## src/hdl/srpg_pkg.sv

```systemverilog
// Shared types and constants of the stepper ramp pulse generator.
// Used by the divider, datapath, controller and top level; no dependencies.
package srpg_pkg;

	// Motion modes as seen on the result stream.
	localparam logic [1:0] MODE_STOPPED = 2'd0;
	localparam logic [1:0] MODE_ACCEL   = 2'd1;
	localparam logic [1:0] MODE_RUN     = 2'd2;
	localparam logic [1:0] MODE_DECEL   = 2'd3;

	// Configuration register indexes.
	localparam logic [1:0] REG_START_PERIOD = 2'd0;
	localparam logic [1:0] REG_RAMP_PULSES  = 2'd1;
	localparam logic [1:0] REG_REVERSE      = 2'd2;

	// Configuration reset values.
	localparam logic [15:0] START_PERIOD_RST = 16'd2000;
	localparam logic [11:0] RAMP_PULSES_RST  = 12'd200;
	localparam logic [31:0] REVERSE_RST      = 32'd0;

	// Field widths.
	localparam int PERIOD_W = 16;
	localparam int RAMP_W   = 12;
	localparam int REV_W    = 32;
	localparam int POS_W    = 18;   // signed current half-period
	localparam int STEP_W   = 17;   // signed ramp step
	localparam int DIVA_W   = 19;   // signed dividend of the ramp step division
	localparam int MAG_W    = 18;   // dividend magnitude, one quotient bit per cycle
	localparam int CNT_W    = 5;

	// One result item, step_level in the lowest bit.
	typedef struct packed {
		logic [1:0] motion_mode;
		logic       driver_on;
		logic       direction_level;
		logic       step_level;
	} res_t;

	// Commands from the controller to the datapath.
	typedef struct packed {
		logic latch_in;
		logic rev_upd;
		logic div_start;
		logic upd;
	} cmd_t;

	// Status from the datapath to the controller.
	typedef struct packed {
		logic need_div;
		logic div_done;
	} stat_t;

endpackage

```

## src/hdl/srpg_div.sv

```systemverilog
// Iterative signed-by-unsigned divider for the ramp step size.
// Gives clamp(trunc(a / d) + 1) one quotient bit per cycle; uses srpg_pkg.
module srpg_div
	import srpg_pkg::*;
(
	input  logic                     clk,
	input  logic                     arst_n,
	input  logic                     start,
	input  logic signed [DIVA_W-1:0] dividend,
	input  logic [RAMP_W-1:0]        divisor,
	output logic                     done,
	output logic signed [STEP_W-1:0] result
);

	logic                     busy_q;
	logic                     fin_q;
	logic                     done_q;
	logic [CNT_W-1:0]         cnt_q;
	logic                     neg_q;
	logic [MAG_W-1:0]         mag_q;
	logic [RAMP_W-1:0]        rem_q;
	logic [RAMP_W-1:0]        div_q;
	logic signed [STEP_W-1:0] res_q;

	logic [DIVA_W-1:0]        a_abs;
	logic [RAMP_W:0]          shifted;
	logic                     qbit;
	logic [RAMP_W:0]          rem_next;
	logic signed [MAG_W+1:0]  q_signed;
	logic signed [MAG_W+1:0]  q_plus;
	logic signed [STEP_W-1:0] q_clamped;

	// Magnitude of the dividend; it never exceeds 18 bits.
	assign a_abs = dividend[DIVA_W-1] ? (~dividend + 1'b1) : dividend;

	// One restoring step: bring in the next dividend bit, subtract if it fits.
	assign shifted  = {rem_q, mag_q[MAG_W-1]};
	assign qbit     = (shifted >= {1'b0, div_q});
	assign rem_next = qbit ? (shifted - {1'b0, div_q}) : shifted;

	// Apply the sign, add one and clamp into the step range.
	always_comb begin
		q_signed = neg_q ? -$signed({2'b00, mag_q}) : $signed({2'b00, mag_q});
		q_plus   = q_signed + 20'sd1;
		if (q_plus < -20'sd65536) begin
			q_clamped = -17'sd65536;
		end else if (q_plus > 20'sd65535) begin
			q_clamped = 17'sd65535;
		end else begin
			q_clamped = q_plus[STEP_W-1:0];
		end
	end

	// Control of the iteration.
	always_ff @(posedge clk or negedge arst_n) begin
		if (!arst_n) begin
			busy_q <= 1'b0;
			fin_q  <= 1'b0;
			done_q <= 1'b0;
			cnt_q  <= '0;
		end else if (start) begin
			busy_q <= 1'b1;
			fin_q  <= 1'b0;
			done_q <= 1'b0;
			cnt_q  <= CNT_W'(MAG_W);
		end else if (busy_q) begin
			cnt_q <= cnt_q - 1'b1;
			if (cnt_q == CNT_W'(1)) begin
				busy_q <= 1'b0;
				fin_q  <= 1'b1;
			end
		end else begin
			fin_q  <= 1'b0;
			done_q <= fin_q;
		end
	end

	// Operand, partial remainder and result registers.
	always_ff @(posedge clk) begin
		if (start) begin
			neg_q <= dividend[DIVA_W-1];
			mag_q <= a_abs[MAG_W-1:0];
			rem_q <= '0;
			div_q <= divisor;
		end else if (busy_q) begin
			mag_q <= {mag_q[MAG_W-2:0], qbit};
			rem_q <= rem_next[RAMP_W-1:0];
		end
		if (fin_q) begin
			res_q <= q_clamped;
		end
	end

	assign done   = done_q;
	assign result = res_q;

endmodule

```

## src/hdl/srpg_dp.sv

```systemverilog
// Datapath of the stepper ramp pulse generator: configuration, motion state,
// half-period timer and ramp arithmetic. Uses srpg_pkg and srpg_div.
module srpg_dp
	import srpg_pkg::*;
(
	input  logic                clk,
	input  logic                arst_n,
	input  cmd_t                cmd,
	output stat_t               stat,
	input  logic [23:0]         in_data,
	input  logic                cfg_we,
	input  logic [1:0]          cfg_idx,
	input  logic [31:0]         cfg_wdata,
	output res_t                res
);

	// Configuration registers.
	logic [PERIOD_W-1:0] start_q;
	logic [RAMP_W-1:0]   ramp_q;
	logic [REV_W-1:0]    revint_q;

	// Latched request.
	logic                run_q;
	logic                dir_in_q;
	logic [PERIOD_W-1:0] target_q;

	// Motion state.
	logic [1:0]               mode_q;
	logic signed [POS_W-1:0]  period_q;
	logic signed [STEP_W-1:0] step_q;
	logic [RAMP_W-1:0]        rcount_q;
	logic [PERIOD_W-1:0]      tick_q;
	logic                     pulse_q;
	logic                     dir_now_q;
	logic [REV_W-1:0]         rev_q;
	logic                     want_q;

	logic [RAMP_W-1:0]        ramp_len;
	logic signed [DIVA_W-1:0] div_a;
	logic                     div_done;
	logic signed [STEP_W-1:0] div_res;
	logic signed [POS_W-1:0]  tsrc;
	logic [PERIOD_W:0]        tdiv;
	logic [PERIOD_W:0]        tick_inc;
	logic                     toggle;
	logic [RAMP_W:0]          ramp_inc;
	logic                     ramp_end;
	logic signed [DIVA_W-1:0] step_ext;
	logic signed [DIVA_W-1:0] addend;
	logic signed [DIVA_W-1:0] sum;
	logic signed [POS_W-1:0]  period_sat;
	logic                     leave_run;
	logic [REV_W:0]           rev_inc;

	assign ramp_len = (ramp_q == '0) ? RAMP_W'(1) : ramp_q;

	// Dividend: start minus target on a start, start minus current period on a stop.
	assign div_a = $signed({3'b000, start_q}) - ((mode_q == MODE_STOPPED)
		? $signed({3'b000, target_q}) : $signed({period_q[POS_W-1], period_q}));

	srpg_div u_div (
		.clk      (clk),
		.arst_n   (arst_n),
		.start    (cmd.div_start),
		.dividend (div_a),
		.divisor  (ramp_len),
		.done     (div_done),
		.result   (div_res)
	);

	// Half-period timer, limited to 1..65536 ticks.
	always_comb begin
		tsrc = (mode_q == MODE_RUN) ? $signed({2'b00, target_q}) : period_q;
		if (tsrc < 18'sd1) begin
			tdiv = 17'd1;
		end else if (tsrc > 18'sd65536) begin
			tdiv = 17'd65536;
		end else begin
			tdiv = tsrc[PERIOD_W:0];
		end
	end
	assign tick_inc = {1'b0, tick_q} + 1'b1;
	assign toggle   = (tick_inc >= tdiv);

	// Ramp toggle count and saturated period adjustment.
	assign ramp_inc = {1'b0, rcount_q} + 1'b1;
	assign ramp_end = (ramp_inc >= {1'b0, ramp_len});
	assign step_ext = {{2{step_q[STEP_W-1]}}, step_q};
	assign addend   = (mode_q == MODE_ACCEL) ? -step_ext : step_ext;
	assign sum      = {period_q[POS_W-1], period_q} + addend;
	always_comb begin
		if (sum[DIVA_W-1] != sum[DIVA_W-2]) begin
			period_sat = sum[DIVA_W-1] ? {1'b1, {(POS_W-1){1'b0}}}
				: {1'b0, {(POS_W-1){1'b1}}};
		end else begin
			period_sat = sum[POS_W-1:0];
		end
	end

	assign leave_run     = !run_q || (want_q != dir_now_q);
	assign stat.need_div = ((mode_q == MODE_STOPPED) && run_q)
		|| ((mode_q == MODE_RUN) && leave_run);
	assign stat.div_done = div_done;

	assign rev_inc = {1'b0, rev_q} + 1'b1;

	// Latched request fields.
	always_ff @(posedge clk) begin
		if (cmd.latch_in) begin
			run_q    <= in_data[0];
			dir_in_q <= in_data[1];
			target_q <= in_data[17:2];
		end
	end

	// Configuration writes; an index beyond the list is dropped.
	always_ff @(posedge clk or negedge arst_n) begin
		if (!arst_n) begin
			start_q  <= START_PERIOD_RST;
			ramp_q   <= RAMP_PULSES_RST;
			revint_q <= REVERSE_RST;
		end else if (cfg_we) begin
			case (cfg_idx)
				REG_START_PERIOD: start_q  <= cfg_wdata[PERIOD_W-1:0];
				REG_RAMP_PULSES:  ramp_q   <= cfg_wdata[RAMP_W-1:0];
				REG_REVERSE:      revint_q <= cfg_wdata[REV_W-1:0];
				default: ;
			endcase
		end
	end

	// Wanted direction and automatic reversal.
	always_ff @(posedge clk or negedge arst_n) begin
		if (!arst_n) begin
			rev_q  <= '0;
			want_q <= 1'b0;
		end else if (cmd.rev_upd) begin
			if (revint_q == '0) begin
				rev_q  <= '0;
				want_q <= dir_in_q;
			end else if (rev_inc >= {1'b0, revint_q}) begin
				rev_q  <= '0;
				want_q <= ~want_q;
			end else begin
				rev_q <= rev_inc[REV_W-1:0];
			end
		end
	end

	// Motion state update, once per tick.
	always_ff @(posedge clk or negedge arst_n) begin
		if (!arst_n) begin
			mode_q    <= MODE_STOPPED;
			period_q  <= '0;
			step_q    <= '0;
			rcount_q  <= '0;
			tick_q    <= '0;
			pulse_q   <= 1'b0;
			dir_now_q <= 1'b0;
		end else if (cmd.upd) begin
			case (mode_q)
				MODE_STOPPED: begin
					if (run_q) begin
						dir_now_q <= want_q;
						period_q  <= $signed({2'b00, start_q});
						step_q    <= div_res;
						rcount_q  <= '0;
						tick_q    <= '0;
						mode_q    <= MODE_ACCEL;
					end
				end
				MODE_ACCEL: begin
					if (toggle) begin
						tick_q   <= '0;
						pulse_q  <= ~pulse_q;
						period_q <= period_sat;
						if ((period_sat < $signed({2'b00, target_q})) || ramp_end) begin
							rcount_q <= '0;
							mode_q   <= MODE_RUN;
						end else begin
							rcount_q <= ramp_inc[RAMP_W-1:0];
						end
					end else begin
						tick_q <= tick_inc[PERIOD_W-1:0];
					end
				end
				MODE_RUN: begin
					if (leave_run) begin
						step_q   <= div_res;
						rcount_q <= '0;
						tick_q   <= '0;
						mode_q   <= MODE_DECEL;
					end else if (toggle) begin
						tick_q  <= '0;
						pulse_q <= ~pulse_q;
					end else begin
						tick_q <= tick_inc[PERIOD_W-1:0];
					end
				end
				default: begin
					if (toggle) begin
						tick_q   <= '0;
						pulse_q  <= ~pulse_q;
						period_q <= period_sat;
						if ((period_sat > $signed({2'b00, start_q})) || ramp_end) begin
							rcount_q <= '0;
							mode_q   <= MODE_STOPPED;
						end else begin
							rcount_q <= ramp_inc[RAMP_W-1:0];
						end
					end else begin
						tick_q <= tick_inc[PERIOD_W-1:0];
					end
				end
			endcase
		end
	end

	assign res.step_level      = pulse_q;
	assign res.direction_level = dir_now_q;
	assign res.driver_on       = (mode_q != MODE_STOPPED);
	assign res.motion_mode     = mode_q;

endmodule

```

## src/hdl/srpg_ctrl.sv

```systemverilog
// Controller of the stepper ramp pulse generator: sequences one tick through
// direction update, optional step division, state update and result. Uses srpg_pkg.
module srpg_ctrl
	import srpg_pkg::*;
(
	input  logic  clk,
	input  logic  arst_n,
	input  logic  in_valid,
	output logic  in_ready,
	input  logic  out_free,
	output logic  out_load,
	input  stat_t stat,
	output cmd_t  cmd
);

	localparam logic [2:0] ST_IDLE = 3'd0;
	localparam logic [2:0] ST_REV  = 3'd1;
	localparam logic [2:0] ST_CHK  = 3'd2;
	localparam logic [2:0] ST_DIV  = 3'd3;
	localparam logic [2:0] ST_UPD  = 3'd4;
	localparam logic [2:0] ST_OUT  = 3'd5;

	logic [2:0] state_q;
	logic [2:0] state_d;

	// Next state and commands.
	always_comb begin
		state_d       = state_q;
		cmd           = '0;
		out_load      = 1'b0;
		in_ready      = 1'b0;
		case (state_q)
			ST_IDLE: begin
				in_ready     = 1'b1;
				cmd.latch_in = in_valid;
				if (in_valid) begin
					state_d = ST_REV;
				end
			end
			ST_REV: begin
				cmd.rev_upd = 1'b1;
				state_d     = ST_CHK;
			end
			ST_CHK: begin
				if (stat.need_div) begin
					cmd.div_start = 1'b1;
					state_d       = ST_DIV;
				end else begin
					state_d = ST_UPD;
				end
			end
			ST_DIV: begin
				if (stat.div_done) begin
					state_d = ST_UPD;
				end
			end
			ST_UPD: begin
				cmd.upd = 1'b1;
				state_d = ST_OUT;
			end
			ST_OUT: begin
				if (out_free) begin
					out_load = 1'b1;
					state_d  = ST_IDLE;
				end
			end
			default: begin
				state_d = ST_IDLE;
			end
		endcase
	end

	// State register.
	always_ff @(posedge clk or negedge arst_n) begin
		if (!arst_n) begin
			state_q <= ST_IDLE;
		end else begin
			state_q <= state_d;
		end
	end

endmodule

```

## src/hdl/stepper_ramp_pulse_generator.sv

```systemverilog
// Top level of the stepper ramp pulse generator: stream ports, result register
// and assertions. Uses srpg_pkg, srpg_ctrl and srpg_dp.
//
// Each request is one timer tick and yields one result holding the step and
// direction pin levels, the driver enable and the motion mode. A tick passes
// through direction update, the optional step division, state update and
// the result register; on the ticks that start or stop a ramp the iterative
// divider produces the ramp step one quotient bit at a time, then applies the
// sign, adds one and clamps it, then hands it to the controller. A result waits
// in the controller until the result register is free, so a result that has
// not been taken holds up the next tick until it is taken. The next request is
// accepted as soon as the result has been registered, even if that result has
// not yet been taken.
module stepper_ramp_pulse_generator
	import srpg_pkg::*;
(
	input  logic        clk,
	input  logic        arst_n,
	input  logic        s_tvalid,
	output logic        s_tready,
	input  logic [23:0] s_tdata,   // run_request, direction, target_period[15:0], zero pad
	output logic        m_tvalid,
	input  logic        m_tready,
	output logic [7:0]  m_tdata,   // step_level, direction_level, driver_on, motion_mode[1:0], pad
	input  logic        cfg_valid,
	output logic        cfg_ready,
	input  logic [1:0]  cfg_index,
	input  logic [31:0] cfg_data
);

	cmd_t  cmd;
	stat_t stat;
	res_t  res;
	logic  out_free;
	logic  out_load;
	logic  m_tvalid_q;
	res_t  m_res_q;

	assign cfg_ready = 1'b1;
	assign out_free  = !m_tvalid_q || m_tready;

	srpg_ctrl u_ctrl (
		.clk      (clk),
		.arst_n   (arst_n),
		.in_valid (s_tvalid),
		.in_ready (s_tready),
		.out_free (out_free),
		.out_load (out_load),
		.stat     (stat),
		.cmd      (cmd)
	);

	srpg_dp u_dp (
		.clk       (clk),
		.arst_n    (arst_n),
		.cmd       (cmd),
		.stat      (stat),
		.in_data   (s_tdata),
		.cfg_we    (cfg_valid && cfg_ready),
		.cfg_idx   (cfg_index),
		.cfg_wdata (cfg_data),
		.res       (res)
	);

	// Result register between the datapath and the output stream.
	always_ff @(posedge clk or negedge arst_n) begin
		if (!arst_n) begin
			m_tvalid_q <= 1'b0;
		end else if (out_load) begin
			m_tvalid_q <= 1'b1;
		end else if (m_tready) begin
			m_tvalid_q <= 1'b0;
		end
	end

	always_ff @(posedge clk) begin
		if (out_load) begin
			m_res_q <= res;
		end
	end

	assign m_tvalid = m_tvalid_q;
	assign m_tdata  = {3'b000, m_res_q};

	// A tick is accepted only while no other tick is in progress.
	a_one_tick: assert property (@(posedge clk) disable iff (!arst_n)
		(s_tvalid && s_tready) |=> !s_tready)
		else $error("request accepted while a tick is in progress");

	// The driver enable always agrees with the motion mode of a result.
	a_driver_mode: assert property (@(posedge clk) disable iff (!arst_n)
		m_tvalid |-> (m_tdata[2] == (m_tdata[4:3] != MODE_STOPPED)))
		else $error("driver enable disagrees with motion mode");

	// A new result appears only when a tick has just finished.
	a_result_source: assert property (@(posedge clk) disable iff (!arst_n)
		$rose(m_tvalid) |-> $past(!s_tready))
		else $error("result loaded without a finished tick");

endmodule
```

## config.mk

```make
export PLATFORM = sky130hd
export DESIGN_NAME = stepper_ramp_pulse_generator
export DESIGN_NICKNAME = d
export VERILOG_FILES = /design/src/hdl/srpg_pkg.sv /design/src/hdl/srpg_div.sv /design/src/hdl/srpg_dp.sv /design/src/hdl/srpg_ctrl.sv /design/src/hdl/stepper_ramp_pulse_generator.sv
export SDC_FILE = /design/constraint.sdc
export NUM_CORES = 1
export LEC_CHECK = 0
export ABC_CLOCK_PERIOD_IN_PS = 8900
export BUFFER_PORTS_ARGS = -buffer_cell sky130_fd_sc_hd__buf_4
export CORE_MARGIN = 4
export CORE_UTILIZATION = 35
export DETAILED_ROUTE_END_ITERATION = 8
export SYNTH_ARGS = -nofsm -noshare
export SYNTH_HDL_FRONTEND = slang
export SYNTH_SLANG_ARGS = --single-unit
```

## constraint.sdc

```tcl
create_clock -name clk -period 8.9 [get_ports clk]
set_input_delay 0.445 -clock clk [delete_from_list [all_inputs] [get_ports clk]]
set_output_delay 0.445 -clock clk [all_outputs]
set_load 0.03 [all_outputs]
```

# After elaboration in Yosys (flattened, before gate mapping)
# Index checks and enable logic that the tools add are counted.
# totals
regBits,255
out_inout_bits,11
# classes
n_addsub,11
order_cmp,10
n_eq_ne,22
muxes,70
bitwise_logic,5
n_reduce_logical,34
# op_table
cell,n
18-bit 2-to-1 mux,8
12-bit 2-to-1 mux,8
17-bit 2-to-1 mux,5
32-bit 2-to-1 mux,2
16-bit 2-to-1 mux,3
19-bit 2-to-1 mux,2
12-bit one-hot mux with 3 select lines,1
18-bit one-hot mux with 2 select lines,1
17-bit one-hot mux with 2 select lines,1
32-bit by 1-bit adder with 33-bit output (second input constant),1
33-bit by 32-bit greater-or-equal comparator with 1-bit output,1
32-bit logical NOT,1
16-bit one-hot mux with 2 select lines,1
13-bit by 12-bit greater-or-equal comparator with 1-bit output,2
1-bit 2-to-1 mux,22
20-bit by 2-bit adder with 20-bit output (second input constant),1
20-bit by 17-bit > comparator with 1-bit output (second input constant),1
20-bit by 17-bit < comparator with 1-bit output (second input constant),1
20-bit 2-to-1 mux,1
18-bit negation with 20-bit output,1
19-bit adder,1
17-bit negation with 19-bit output,1
17-bit by 19-bit subtractor with 19-bit output,1
18-bit by 1-bit adder with 18-bit output (second input constant),1
other kinds (41),84

# Depth between registers and ports, before layout
# Gate-level depths: netlist (run 1).
# depth
ltp_word,10
depth_mapped,32

# Modules after synthesis
# Synthesis (run 1) repeated with hierarchy kept, for this count alone.
# unflattened
cells_unflattened,1991
hier_area_um2,18372.6
# by_module_without_submodules
module,n_inst,cells_each,area_each_um2
srpg_dp,1,1477,13290.2
srpg_div,1,474,4608.2
srpg_ctrl,1,26,239.0
stepper_ramp_pulse_generator,1,14,235.2

# Worst setup path before layout (run 1)
# OpenSTA, ideal clock, no wires.
# synth_path
path_kind,register to register
from,register u_dp.mode_q[1]
to,register u_dp.rcount_q[0]
arrival_time_ns,6.653
required_time_ns,8.835
path_slack_ns,2.182
stages_incl_launch_ff,32
n_path_buf,4
period_less_slack_ns,6.718
cell_sequence,dfrtp_1 -> inv_1 -> ha_1 -> clkbuf_1 -> clkbuf_1 -> nand2_1 -> xnor2_1 -> ha_1 -> o21a_1 -> o21ai_0 -> a21boi_0 -> a2111oi_0 -> nor3_1 -> nor2_1 -> o21ai_0 -> xnor2_1 -> ha_1 -> clkbuf_1 -> and3_1 -> mux2i_1 -> clkbuf_1 -> o21ai_0 -> ha_1 -> nand2_1 -> or4_1 -> nor4_1 -> a2111oi_0 -> a311oi_1 -> a21oi_1 -> o21a_1 -> nor2_1 -> mux2_2
# synth_via
elab_chain_len,10
word_cells_on_any_way,28
classes_between,add/sub (1); order compare (5); eq/ne (6); mux (11); reduce/logical (5)
# synth_lines
item,line,text
start: declaration,srpg_dp.sv:28,logic [1:0] mode_q;
start signal: assignment,srpg_dp.sv:153,mode_q <= MODE_STOPPED;
start signal: assignment,srpg_dp.sv:169,mode_q <= MODE_ACCEL;
start signal: assignment,srpg_dp.sv:179,mode_q <= MODE_RUN;
2-bit by 1-bit == test with 1-bit output,"srpg_dp.sv:89, srpg_dp.sv:161",
19-bit 2-to-1 mux,srpg_dp.sv:89,assign addend = (mode_q == MODE_ACCEL) ? -step_ext : step_ext;
19-bit adder,srpg_dp.sv:90,"assign sum = {period_q[POS_W-1], period_q} + addend;"
18-bit 2-to-1 mux / 1-bit != test (equally long branches),"srpg_dp.sv:93, srpg_dp.sv:92",
18-bit 2-to-1 mux,srpg_dp.sv:92,if (sum[DIVA_W-1] != sum[DIVA_W-2]) begin
18-bit by 17-bit > comparator with 1-bit output / 18-bit by 17-bit < comparator with 1-bit output (equally long branches),"srpg_dp.sv:205, srpg_dp.sv:177",
"1-bit logical OR, on equally long branches","srpg_dp.sv:205, srpg_dp.sv:177",
"12-bit 2-to-1 mux, on equally long branches","srpg_dp.sv:205, srpg_dp.sv:177",
"12-bit 2-to-1 mux, on equally long branches","srpg_dp.sv:201, srpg_dp.sv:173",
12-bit one-hot mux with 3 select lines,srpg_dp.sv:161,case (mode_q)
end signal: assignment,srpg_dp.sv:181,rcount_q <= ramp_inc[RAMP_W-1:0];
end signal: assignment,srpg_dp.sv:209,rcount_q <= ramp_inc[RAMP_W-1:0];
end: declaration,srpg_dp.sv:31,logic [RAMP_W-1:0] rcount_q;
# Parallel ways exist; a longest one is shown, timed or not. The select of a mux whose other input is x is not followed.
# A chain may end at the register's enable or synchronous reset.

# Final worst setup path (run 1)
# layout_path
from,register u_dp.step_q[3]
to,register u_dp.rcount_q[0]
# layout_via
elab_chain_len,10
word_cells_on_any_way,15
classes_between,add/sub (2); order compare (2); eq/ne (1); mux (8); reduce/logical (2)
# layout_lines
item,line,text
start: declaration,srpg_dp.sv:30,logic signed [STEP_W-1:0] step_q;
start signal: assignment,srpg_dp.sv:166,step_q <= div_res;
start signal: assignment,srpg_dp.sv:189,step_q <= div_res;
17-bit negation with 19-bit output,srpg_dp.sv:89,
19-bit 2-to-1 mux (*),srpg_dp.sv:89,
19-bit adder (*),srpg_dp.sv:90,
18-bit 2-to-1 mux / 1-bit != test (equally long branches),"srpg_dp.sv:93, srpg_dp.sv:92",
18-bit 2-to-1 mux (*),srpg_dp.sv:92,
18-bit by 17-bit > comparator with 1-bit output / 18-bit by 17-bit < comparator with 1-bit output (equally long branches),"srpg_dp.sv:205, srpg_dp.sv:177",
"1-bit logical OR, on equally long branches","srpg_dp.sv:205, srpg_dp.sv:177",
"12-bit 2-to-1 mux, on equally long branches","srpg_dp.sv:205, srpg_dp.sv:177",
"12-bit 2-to-1 mux, on equally long branches","srpg_dp.sv:201, srpg_dp.sv:173",
12-bit one-hot mux with 3 select lines (*),srpg_dp.sv:161,
# Every way passes the cells marked *; elsewhere a longest branch is shown, timed or not. The select of a mux whose other input is x is not followed.

==> flow_summary.json, run 1 <==
{
  "status": "completed",
  "cp.required_ns": 9.43,
  "die_area_um2": 55700,
  "slew_viol_final": 0,
  "worstSetupStartpointType": "flop",
  "detail_route.iter0.violations": 1185,
  "antennaDiodeCount": 0,
  "area_delta_synth_final_pct": 12.09,
  "rsz0062_at_grt": "no",
  "setup_tns_ns": 0,
  "cts_tree": "done",
  "core_um2": 51410,
  "yosys_warnings": 0,
  "gp_congestion": 0.9432,
  "io_pins": 74,
  "htree_levels": 1,
  "critPathMaxFanout": 10,
  "clockBufferDepth": 3,
  "drive_gt1_frac": 0.1266,
  "track_usage": 0.1678,
  "fmax_ghz": 0.1235,
  "antenna_found_initial": 0,
  "via_per_inst": 5.348,
  "cp-end-kind": "flop",
  "synth-seq-cells": 255,
  "max_stage_delay_ns": 0.48,
  "synth.distinct_cells": 82,
  "wl_per_cell_um": 17.48,
  "root_buffer": "clkbuf_16",
  "ys_async_sr_fraction": 0.6745,
  "via_count": 14620,
  "layout_commonest_cell": "nand2_1",
  "grt_first_pass_wirelength_um": 77440,
  "critPathSlowestCell": "mux2i_1",
  "cts_buffers": 30,
  "clock_sinks": 255,
  "syn_area_um2": 18190,
  "rows": 83,
  "final_cell_mix": "271 x nand2_1, 169 x o21ai_0, 163 x dfrtp_1",
  "synth_top_area_share": 0.2242,
  "initial_core_util": 0.3539,
  "holdWs_ns": 0.02916,
  "dpl_cell_area_um2": 19290,
  "final_cell_area_um2": 20390,
  "nFillCells": 5054,
  "hold_viol": 0,
  "port_buffers": 63,
  "final_core_util": 0.3967,
  "grt_max_degree": 67,
  "grt_overflow": 0,
  "setup_viol": 0,
  "syn_inst": 2003,
  "ys_seq_area_frac": 0.3676,
  "die_w_um": 236.0,
  "clkSlewWorstSetupHoldPaths_ns": 0.06,
  "wl_um": 47780,
  "route.detailed.drc": 0,
  "synth_top_cell_by_area": "dfrtp_1",
  "finClkSkew_ns": 0.04178,
  "insertion_delay_ns": 0.59,
  "hp-class": "in -> reg",
  "period_minus_slack_ns": 8.095,
  "worst_pin_slew_ns": 1.202,
  "grt_pass1_vias": 14340,
  "cap_violations": 0,
  "critPathArrivalTime_ns": 8.62,
  "fin_crit_sh": 0.9095,
  "synth_ff_type": "dfrtp_1",
  "die_h_um": 236.0,
  "avgSynthCellArea_um2": 9.084,
  "relSlewSlack": 0.1969,
  "synth_edf_count": 71,
  "nets": 2251,
  "synthTopCellsByArea": "dfrtp_1 22%, edfxtp_1 12%, ha_1 11%",
  "firstDrtPassIters": 5,
  "dp_hpwl_um": 36760,
  "path_class": "reg -> reg",
  "antenna_left": 0
}
==> synthesized netlist by cell type, types with 15 or more instances <==
cell	count
a21o_1	41
a21oi_1	79
and3_1	20
clkbuf_1	66
dfrtp_1	163
edfxtp_1	71
ha_1	155
inv_1	129
mux2_2	83
mux2i_1	38
nand2_1	271
nand2b_1	27
nand3_1	44
nand4_1	31
nor2_1	91
nor2b_1	20
nor3_1	34
nor4_1	26
o21ai_0	169
o21bai_1	16
o31ai_1	19
or3_1	15
xnor2_1	94
xor2_1	62
==> per-layer routing <==
layer / vias up / share of wire / global-route usage
met1: 7019 / 0.46 / 0.2373
met2: 344 / 0.46 / 0.2730
met3: 78 / 0.052 / 0.02093
li1: 7181 / - / -
met5: - / 0 / 0
met4: 0 / 0.027 / 0.04414
==> area by class of cell <==
type | count | area, µm² | area share
Multi-Input combinational cell | 1529 | 10650 | 0.5222
Sequential cell | 255 | 6688 | 0.3279
Clock buffer | 42 | 888.4 | 0.04356
Tap cell | 680 | 850.8 | 0.04172
Timing Repair Buffer | 80 | 606.8 | 0.02975
Inverter | 134 | 503.0 | 0.02466
Clock inverter | 14 | 207.7 | 0.01018
==> worst paths after layout <==
kind | endpoint | startpoint | slack, ns | cells past startpoint
setup / recovery | u_dp.rcount_q[0]$_DFFE_PN0P_ | u_dp.step_q[3]$_DFFE_PN0P_ | 0.81 | 28
hold / removal | u_dp.target_q[5]$_DFFE_PP_ | s_tdata[7] | 0.03 | 1
setup reg to reg | u_dp.rcount_q[0]$_DFFE_PN0P_ | u_dp.step_q[3]$_DFFE_PN0P_ | 0.81 | 28
hold reg to reg | u_dp.step_q[12]$_DFFE_PN0P_ | u_dp.u_div.result[12]$_SDFFCE_PP0P_ | 0.48 | 1
max in group asynchronous | u_dp.step_q[10]$_DFFE_PN0P_ | arst_n | 7.21 | 3
min in group asynchronous | u_dp.ramp_q[5]$_DFFE_PN0P_ | arst_n | 0.42 | 2
==> registers in the layout, indices dropped and copies added (netlist names), 2 cells and up <==
signal	cells
m_tdata	5
u_ctrl.state_q	3
u_dp.mode_q	2
u_dp.period_q	18
u_dp.ramp_q	12
u_dp.rcount_q	12
u_dp.rev_q	32
u_dp.revint_q	32
u_dp.start_q	16
u_dp.step_q	17
u_dp.target_q	16
u_dp.tick_q	16
u_dp.u_div.cnt_q	5
u_dp.u_div.div_q	12
u_dp.u_div.mag_q	18
u_dp.u_div.rem_q	12
u_dp.u_div.result	17
==> critical path: cells and delay by family (launching register included) <==
| family | cells | cell delay (ns) |
|---|---|---|
| simple gates | 8 | 2.31 |
| flops | 1 | 0.42 |
| xor+xnor | 2 | 0.61 |
| buf+inv | 2 | 0.33 |
| mux | 2 | 0.70 |
| compound gates | 11 | 2.52 |
| fa+ha+maj | 3 | 1.16 |
==> timing repair <==
| item | in CTS | in global routing |
|---|---|---|
| endpoints found under the hold margin | 60 | 0 |
| gates resized for setup | 0 | 1 |
| hold buffers | 1 | 0 |
| endpoints found under the setup margin | 0 | 1 |
| buffers inserted | 0 | 0 |
==> cell families after synthesis <==
logic type	Yosys count	share of synthesized area
AND/OR/NAND/NOR	634	0.1669
multiplexers	121	0.07227
flip-flops	255	0.3676
buffers and inverters	221	0.04807
other	2	0.0004128
XOR/XNOR	156	0.07509
AO/OA/AOI/OAI	455	0.1593
adder cells (fa/ha/maj)	159	0.1104
==> metrics by stage <==
step / worst slack (ns) / instances
after floorplan: 2.182 / 2005
after global placement: 1.123 / 2677
after detailed placement: 0.9927 / 2677
after CTS: 0.9301 / 2734
after global routing: 0.1712 / 2734
final: 0.8052 / 2734
Power of run 1 is not shown: default switching activity piles up to over one toggle a cycle in this logic, so the estimate is an artifact.
==> inputs of run 2 (changes only) <==
--- a/config.mk
+++ b/config.mk
@@ -5,7 +5,7 @@
 export SDC_FILE = /design/constraint.sdc
 export NUM_CORES = 1
 export LEC_CHECK = 0
-export ABC_CLOCK_PERIOD_IN_PS = 8900
+export ABC_CLOCK_PERIOD_IN_PS = 10500
 export BUFFER_PORTS_ARGS = -buffer_cell sky130_fd_sc_hd__buf_4
 export CORE_MARGIN = 4
 export CORE_UTILIZATION = 35
==> constraint.sdc (replaced) <==
create_clock -name clk -period 10.5 [get_ports clk]
set_input_delay 0.525 -clock clk [delete_from_list [all_inputs] [get_ports clk]]
set_output_delay 0.525 -clock clk [all_outputs]
set_load 0.03 [all_outputs]
==> run 2 against run 1 <==
Cell count fell by 0.26%. Via count is 0.54% higher. Utilization shrank 0.12 points. Sequential cell count unchanged. Critical path type unchanged. Fmax down 10%.
==> flow_summary.json, run 2 (synthesized netlist as in run 1, its figures left out) <==
{
  "status": "completed",
  "layout_commonest_cell": "nand2_1",
  "rows": 83,
  "worst_pin_slew_ns": 1.131,
  "slew_viol_final": 0,
  "setup_tns_ns": 0,
  "final_cell_mix": "271 x nand2_1, 169 x o21ai_0, 163 x dfrtp_1",
  "route.detailed.drc": 0,
  "via_per_inst": 5.391,
  "track_usage": 0.1669,
  "grt_max_degree": 65,
  "antenna_found_initial": 0,
  "route.met3.wl_um": 2497,
  "grt_overflow": 0,
  "antenna_left": 0,
  "holdWs_ns": 0.1135,
  "critPathArrivalTime_ns": 9.54,
  "setup_ws_ns": 1.476,
  "port_buffers": 63,
  "cts_buffers": 29,
  "core_um2": 51410,
  "root_buffer": "clkbuf_16",
  "hp-class": "in -> reg",
  "area_delta_synth_final_pct": 11.76,
  "initial_core_util": 0.3539,
  "whs_endpoint": "u_dp.target_q[14]$_DFFE_PP_",
  "cts_resized": 0,
  "wl_um": 47530,
  "die_h_um": 236.0,
  "hold-path-cell-count": 1,
  "nFillCells": 5037,
  "firstDrtPassIters": 5,
  "die_area_um2": 55700,
  "insertion_delay_ns": 0.59,
  "io_pins": 74,
  "dpl_worst_slack_ns": 1.724,
  "antennaDiodeCount": 0,
  "grt_first_pass_wirelength_um": 77090,
  "cp.required_ns": 11.02,
  "wl_per_cell_um": 17.43,
  "period_minus_slack_ns": 9.024,
  "min-delay-start": "s_tdata[16]",
  "setup_viol": 0,
  "r2r_cells": 27,
  "worstSetupStartpointType": "flop",
  "cp-end-kind": "flop",
  "die_w_um": 236.0,
  "clkSlewWorstSetupHoldPaths_ns": 0.06,
  "fin_crit_sh": 0.8594,
  "worst_r2r_endpoint": "u_dp.rcount_q[0]$_DFFE_PN0P_",
  "hold_viol": 0,
  "cts_tree": "done",
  "met2_length_um": 22070,
  "finClkSkew_ns": 0.01210,
  "relSlewSlack": 0.2246,
  "fmax_ghz": 0.1108,
  "via_count": 14700,
  "path_class": "reg -> reg",
  "drive_gt1_frac": 0.1226,
  "clockBufferDepth": 3,
  "nets": 2245,
  "critPathMaxFanout": 23,
  "m1WireLength_um": 21470,
  "grt_pass1_vias": 14360,
  "gp_congestion": 0.9596,
  "rrSetupSlack_ns": 1.48,
  "rsz0062_at_grt": "no",
  "top_layer": "met4",
  "timing.rr.start": "u_dp.mode_q[1]$_DFFE_PN0P_",
  "detail_route.iter0.violations": 1205,
  "htree_levels": 1,
  "dp_hpwl_um": 35970,
  "clock_sinks": 255,
  "largest_registers": "u_dp.rev_q x32, u_dp.revint_q x32",
  "cap_violations": 0
}
run 2: cell count changes in the layout (fill, tap and decap cells not counted), sizes merged:
cell    change
buf         -5
clkinv      -5
bufinv      +2
inv         +1
run 2: layout make-up:
cell class              count  area, µm²  share of cell area
multi-input cells        1529      10650              0.5237
flip-flops and latches    255       6688              0.3289
clock inverters            12      229.0             0.01126
clock buffers              42      845.8             0.04159
inverters                 134      503.0             0.02474
well taps                 680      850.8             0.04184
repair buffers             75      569.3             0.02800
run 2: layer usage:
| layer | GRT usage | vias to the layer above |
|---|---|---|
| li1 | - | 7164 |
| met1 | 0.2303 | 7053 |
| met2 | 0.2754 | 397 |
| met3 | 0.02210 | 87 |
| met4 | 0.04787 | 0 |
| met5 | 0 | - |
run 2: repair_timing:
item                      in CTS  in global routing
hold buffers                   1                  0
hold endpoints to repair      58                  0
buffers inserted               0                  0
run 2: worst max-delay path: stages (launching register included):
cell       delay [ns]
dfrtp_1          0.44
inv_1            0.10
ha_1             0.69
o31a_1           0.26
xor2_1           0.19
ha_1             0.30
a2111oi_0        0.38
o21ai_0          0.24
a2111oi_0        0.62
nor3_1           0.15
nor2_1           0.11
o21ai_0          0.11
xnor2_1          0.34
ha_1             0.56
clkinv_1         0.31
a21oi_1          0.06
mux2i_1          0.84
o21ai_0          0.52
ha_1             0.43
nand2_1          0.05
or4_1            0.50
nor4_1           0.34
a2111oi_0        0.20
a311oi_1         0.32
a21oi_1          0.13
o21a_1           0.20
nor2_1           0.30
mux2_2           0.21
run 2: per-stage QoR:
step / util / instance area (µm²) / cells
2_1_floorplan: - / 18200 / 2005
3_3_place_gp: 0.3745 / 19250 / 2672
3_5_place_dp: 0.3745 / 19250 / 2672
4_1_cts: 0.3956 / 20330 / 2727
5_1_grt: 0.3956 / 20330 / 2727
6_report: 0.3956 / 20330 / 2727
run 2: worst max path at each step:
| stage | slack [ns] | from | end | depth (start not counted) |
|---|---|---|---|---|
| 2_1_floorplan | 3.78 | u_dp.mode_q[1]$_DFFE_PN0P_ | u_dp.rcount_q[0]$_DFFE_PN0P_ | 31 |
| 3_3_place_gp | 1.85 | u_dp.mode_q[1]$_DFFE_PN0P_ | u_dp.rcount_q[8]$_DFFE_PN0P_ | 28 |
| 3_5_place_dp | 1.72 | u_dp.mode_q[1]$_DFFE_PN0P_ | u_dp.rcount_q[0]$_DFFE_PN0P_ | 27 |
| 4_1_cts | 1.71 | u_dp.mode_q[1]$_DFFE_PN0P_ | u_dp.rcount_q[0]$_DFFE_PN0P_ | 27 |
| 5_1_grt | 0.85 | u_dp.mode_q[1]$_DFFE_PN0P_ | u_dp.rcount_q[8]$_DFFE_PN0P_ | 27 |
| 6_report | 1.48 | u_dp.mode_q[1]$_DFFE_PN0P_ | u_dp.rcount_q[0]$_DFFE_PN0P_ | 27 |
Power of run 2 is left out for the same reason.
==> inputs of run 3 (changes only) <==
==> constraint.sdc (replaced) <==
create_clock -name clk -period 10.5 [get_ports clk]
set_input_delay 2.1 -clock clk [delete_from_list [all_inputs] [get_ports clk]]
set_output_delay 2.1 -clock clk [all_outputs]
set_load 0.03 [all_outputs]
==> run 3 against run 2 <==
Via count is 0.74% higher. Final area fell by 0.10%. Sequential share of layout area is essentially flat. Wire length rose by 1.7%. Critical path type unchanged.
==> flow_summary.json, run 3 (synthesized netlist as in run 1, its figures left out) <==
{
  "cp.required_ns": 10.98,
  "detail_route.iter0.violations": 1083,
  "die_area_um2": 55700,
  "cap_violations": 0,
  "core_um2": 51410,
  "hold_viol": 0,
  "r2r_cells": 29,
  "whs_endpoint": "u_dp.step_q[14]$_DFFE_PN0P_",
  "final_cell_mix": "271 x nand2_1, 169 x o21ai_0, 163 x dfrtp_1",
  "critPathArrivalTime_ns": 9.69,
  "rows": 83,
  "insertion_delay_ns": 0.59,
  "rsz0062_at_grt": "no",
  "rrSetupSlack_ns": 1.29,
  "grt_max_degree": 97,
  "worst_r2r_endpoint": "u_dp.rcount_q[8]$_DFFE_PN0P_",
  "largest_registers": "u_dp.rev_q x32, u_dp.revint_q x32",
  "timing.rr.start": "u_dp.mode_q[1]$_DFFE_PN0P_",
  "wl_per_cell_um": 17.72,
  "via_per_inst": 5.431,
  "cts_buffers": 30,
  "cts_hold_buf": 0,
  "antennaDiodeCount": 0,
  "firstDrtPassIters": 5,
  "worstSetupStartpointType": "flop",
  "die_w_um": 236.0,
  "crit_family": "compound AO/OA/AOI/OAI gates",
  "htree_levels": 1,
  "drive_gt1_frac": 0.1246,
  "dp_hpwl_um": 36190,
  "clkSlewWorstSetupHoldPaths_ns": 0.06,
  "path_class": "reg -> reg",
  "period_minus_slack_ns": 9.210,
  "root_buffer": "clkbuf_16",
  "clock_sinks": 255,
  "critPathMaxFanout": 23,
  "clockBufferDepth": 3,
  "wl_um": 48320,
  "cp-end-kind": "flop",
  "via_count": 14810,
  "fmax_ghz": 0.1086,
  "grt_first_pass_wirelength_um": 77380,
  "relSlewSlack": 0.2096,
  "initial_core_util": 0.3539,
  "setup_viol": 0,
  "finClkSkew_ns": 0.02271,
  "critPathSlowestCell": "mux2i_1",
  "hp-class": "reg -> reg",
  "hold-path-cell-count": 1,
  "antenna_left": 0,
  "die_h_um": 236.0,
  "layout_commonest_cell": "nand2_1",
  "cts_tree": "done",
  "area_delta_synth_final_pct": 11.64,
  "worst_pin_slew_ns": 1.183,
  "grt_pass1_vias": 14490,
  "port_buffers": 63,
  "io_pins": 74,
  "fin_crit_sh": 0.8772,
  "status": "completed",
  "max_stage_delay_ns": 0.83,
  "setup_tns_ns": 0,
  "route.detailed.drc": 0,
  "track_usage": 0.1675,
  "crit_buf_inv": 2,
  "slew_viol_final": 0,
  "nFillCells": 5091,
  "cts_resized": 0,
  "nets": 2244,
  "min-delay-start": "u_dp.u_div.result[14]$_SDFFCE_PP0P_",
  "antenna_found_initial": 0,
  "grt_overflow": 0,
  "post-cts-setup-buffers": 0,
  "gp_congestion": 0.9375
}
==> run 3: changes by cell type in the layout (fill, tap and decap cells not counted), sizes merged <==
cell,change
buf,-1
bufinv,-2
clkbuf,-3
clkinv,+5
clkinvlp,+3
dlygate4sd3,-1
inv,-1
==> run 3: cell type report <==
type	instances	area, µm²	area share
Multi-Input combinational cell	1529	10650	0.5242
Tap cell	680	850.8	0.04188
Clock inverter	17	226.5	0.01115
Inverter	134	503.0	0.02476
Clock buffer	39	844.6	0.04158
Timing Repair Buffer	73	551.8	0.02716
Sequential cell	255	6688	0.3292
==> run 3: worst max-delay path by stage <==
stage | from | cells past startpoint | slack, ns | to
floorplan | u_dp.mode_q[1]$_DFFE_PN0P_ | 31 | 3.78 | u_dp.rcount_q[0]$_DFFE_PN0P_
global placement | u_dp.mode_q[1]$_DFFE_PN0P_ | 28 | 1.65 | u_dp.rcount_q[8]$_DFFE_PN0P_
detailed placement | u_dp.mode_q[1]$_DFFE_PN0P_ | 27 | 1.50 | u_dp.rcount_q[0]$_DFFE_PN0P_
CTS | u_dp.mode_q[1]$_DFFE_PN0P_ | 27 | 1.46 | u_dp.rcount_q[0]$_DFFE_PN0P_
global route | u_dp.mode_q[1]$_DFFE_PN0P_ | 27 | 0.58 | u_dp.rcount_q[4]$_DFFE_PN0P_
finish | u_dp.mode_q[1]$_DFFE_PN0P_ | 29 | 1.29 | u_dp.rcount_q[8]$_DFFE_PN0P_
==> run 3: stage by stage <==
stage	worst slack, ns	hold slack [ns]	area [µm²]	instances	utilization
5_1_grt	0.5813	0.4918	20310	2727	0.3952
6_report	1.290	0.4772	20310	2727	0.3952
3_3_place_gp	1.648	0.4561	19240	2671	0.3743
2_1_floorplan	3.782	0.4409	18200	2005	-
3_5_place_dp	1.500	0.4645	19240	2671	0.3743
4_1_cts	1.464	0.4783	20310	2727	0.3952
==> run 3: per-layer routing <==
| metal | track usage | vias to the layer above | part of all wire |
|---|---|---|---|
| met3 | 0.02140 | 87 | 0.045 |
| met1 | 0.2296 | 7198 | 0.45 |
| li1 | - | 7165 | - |
| met4 | 0.04859 | 0 | 0.032 |
| met2 | 0.2783 | 360 | 0.47 |
| met5 | 0 | - | 0 |
Power of run 3 is left out for the same reason.
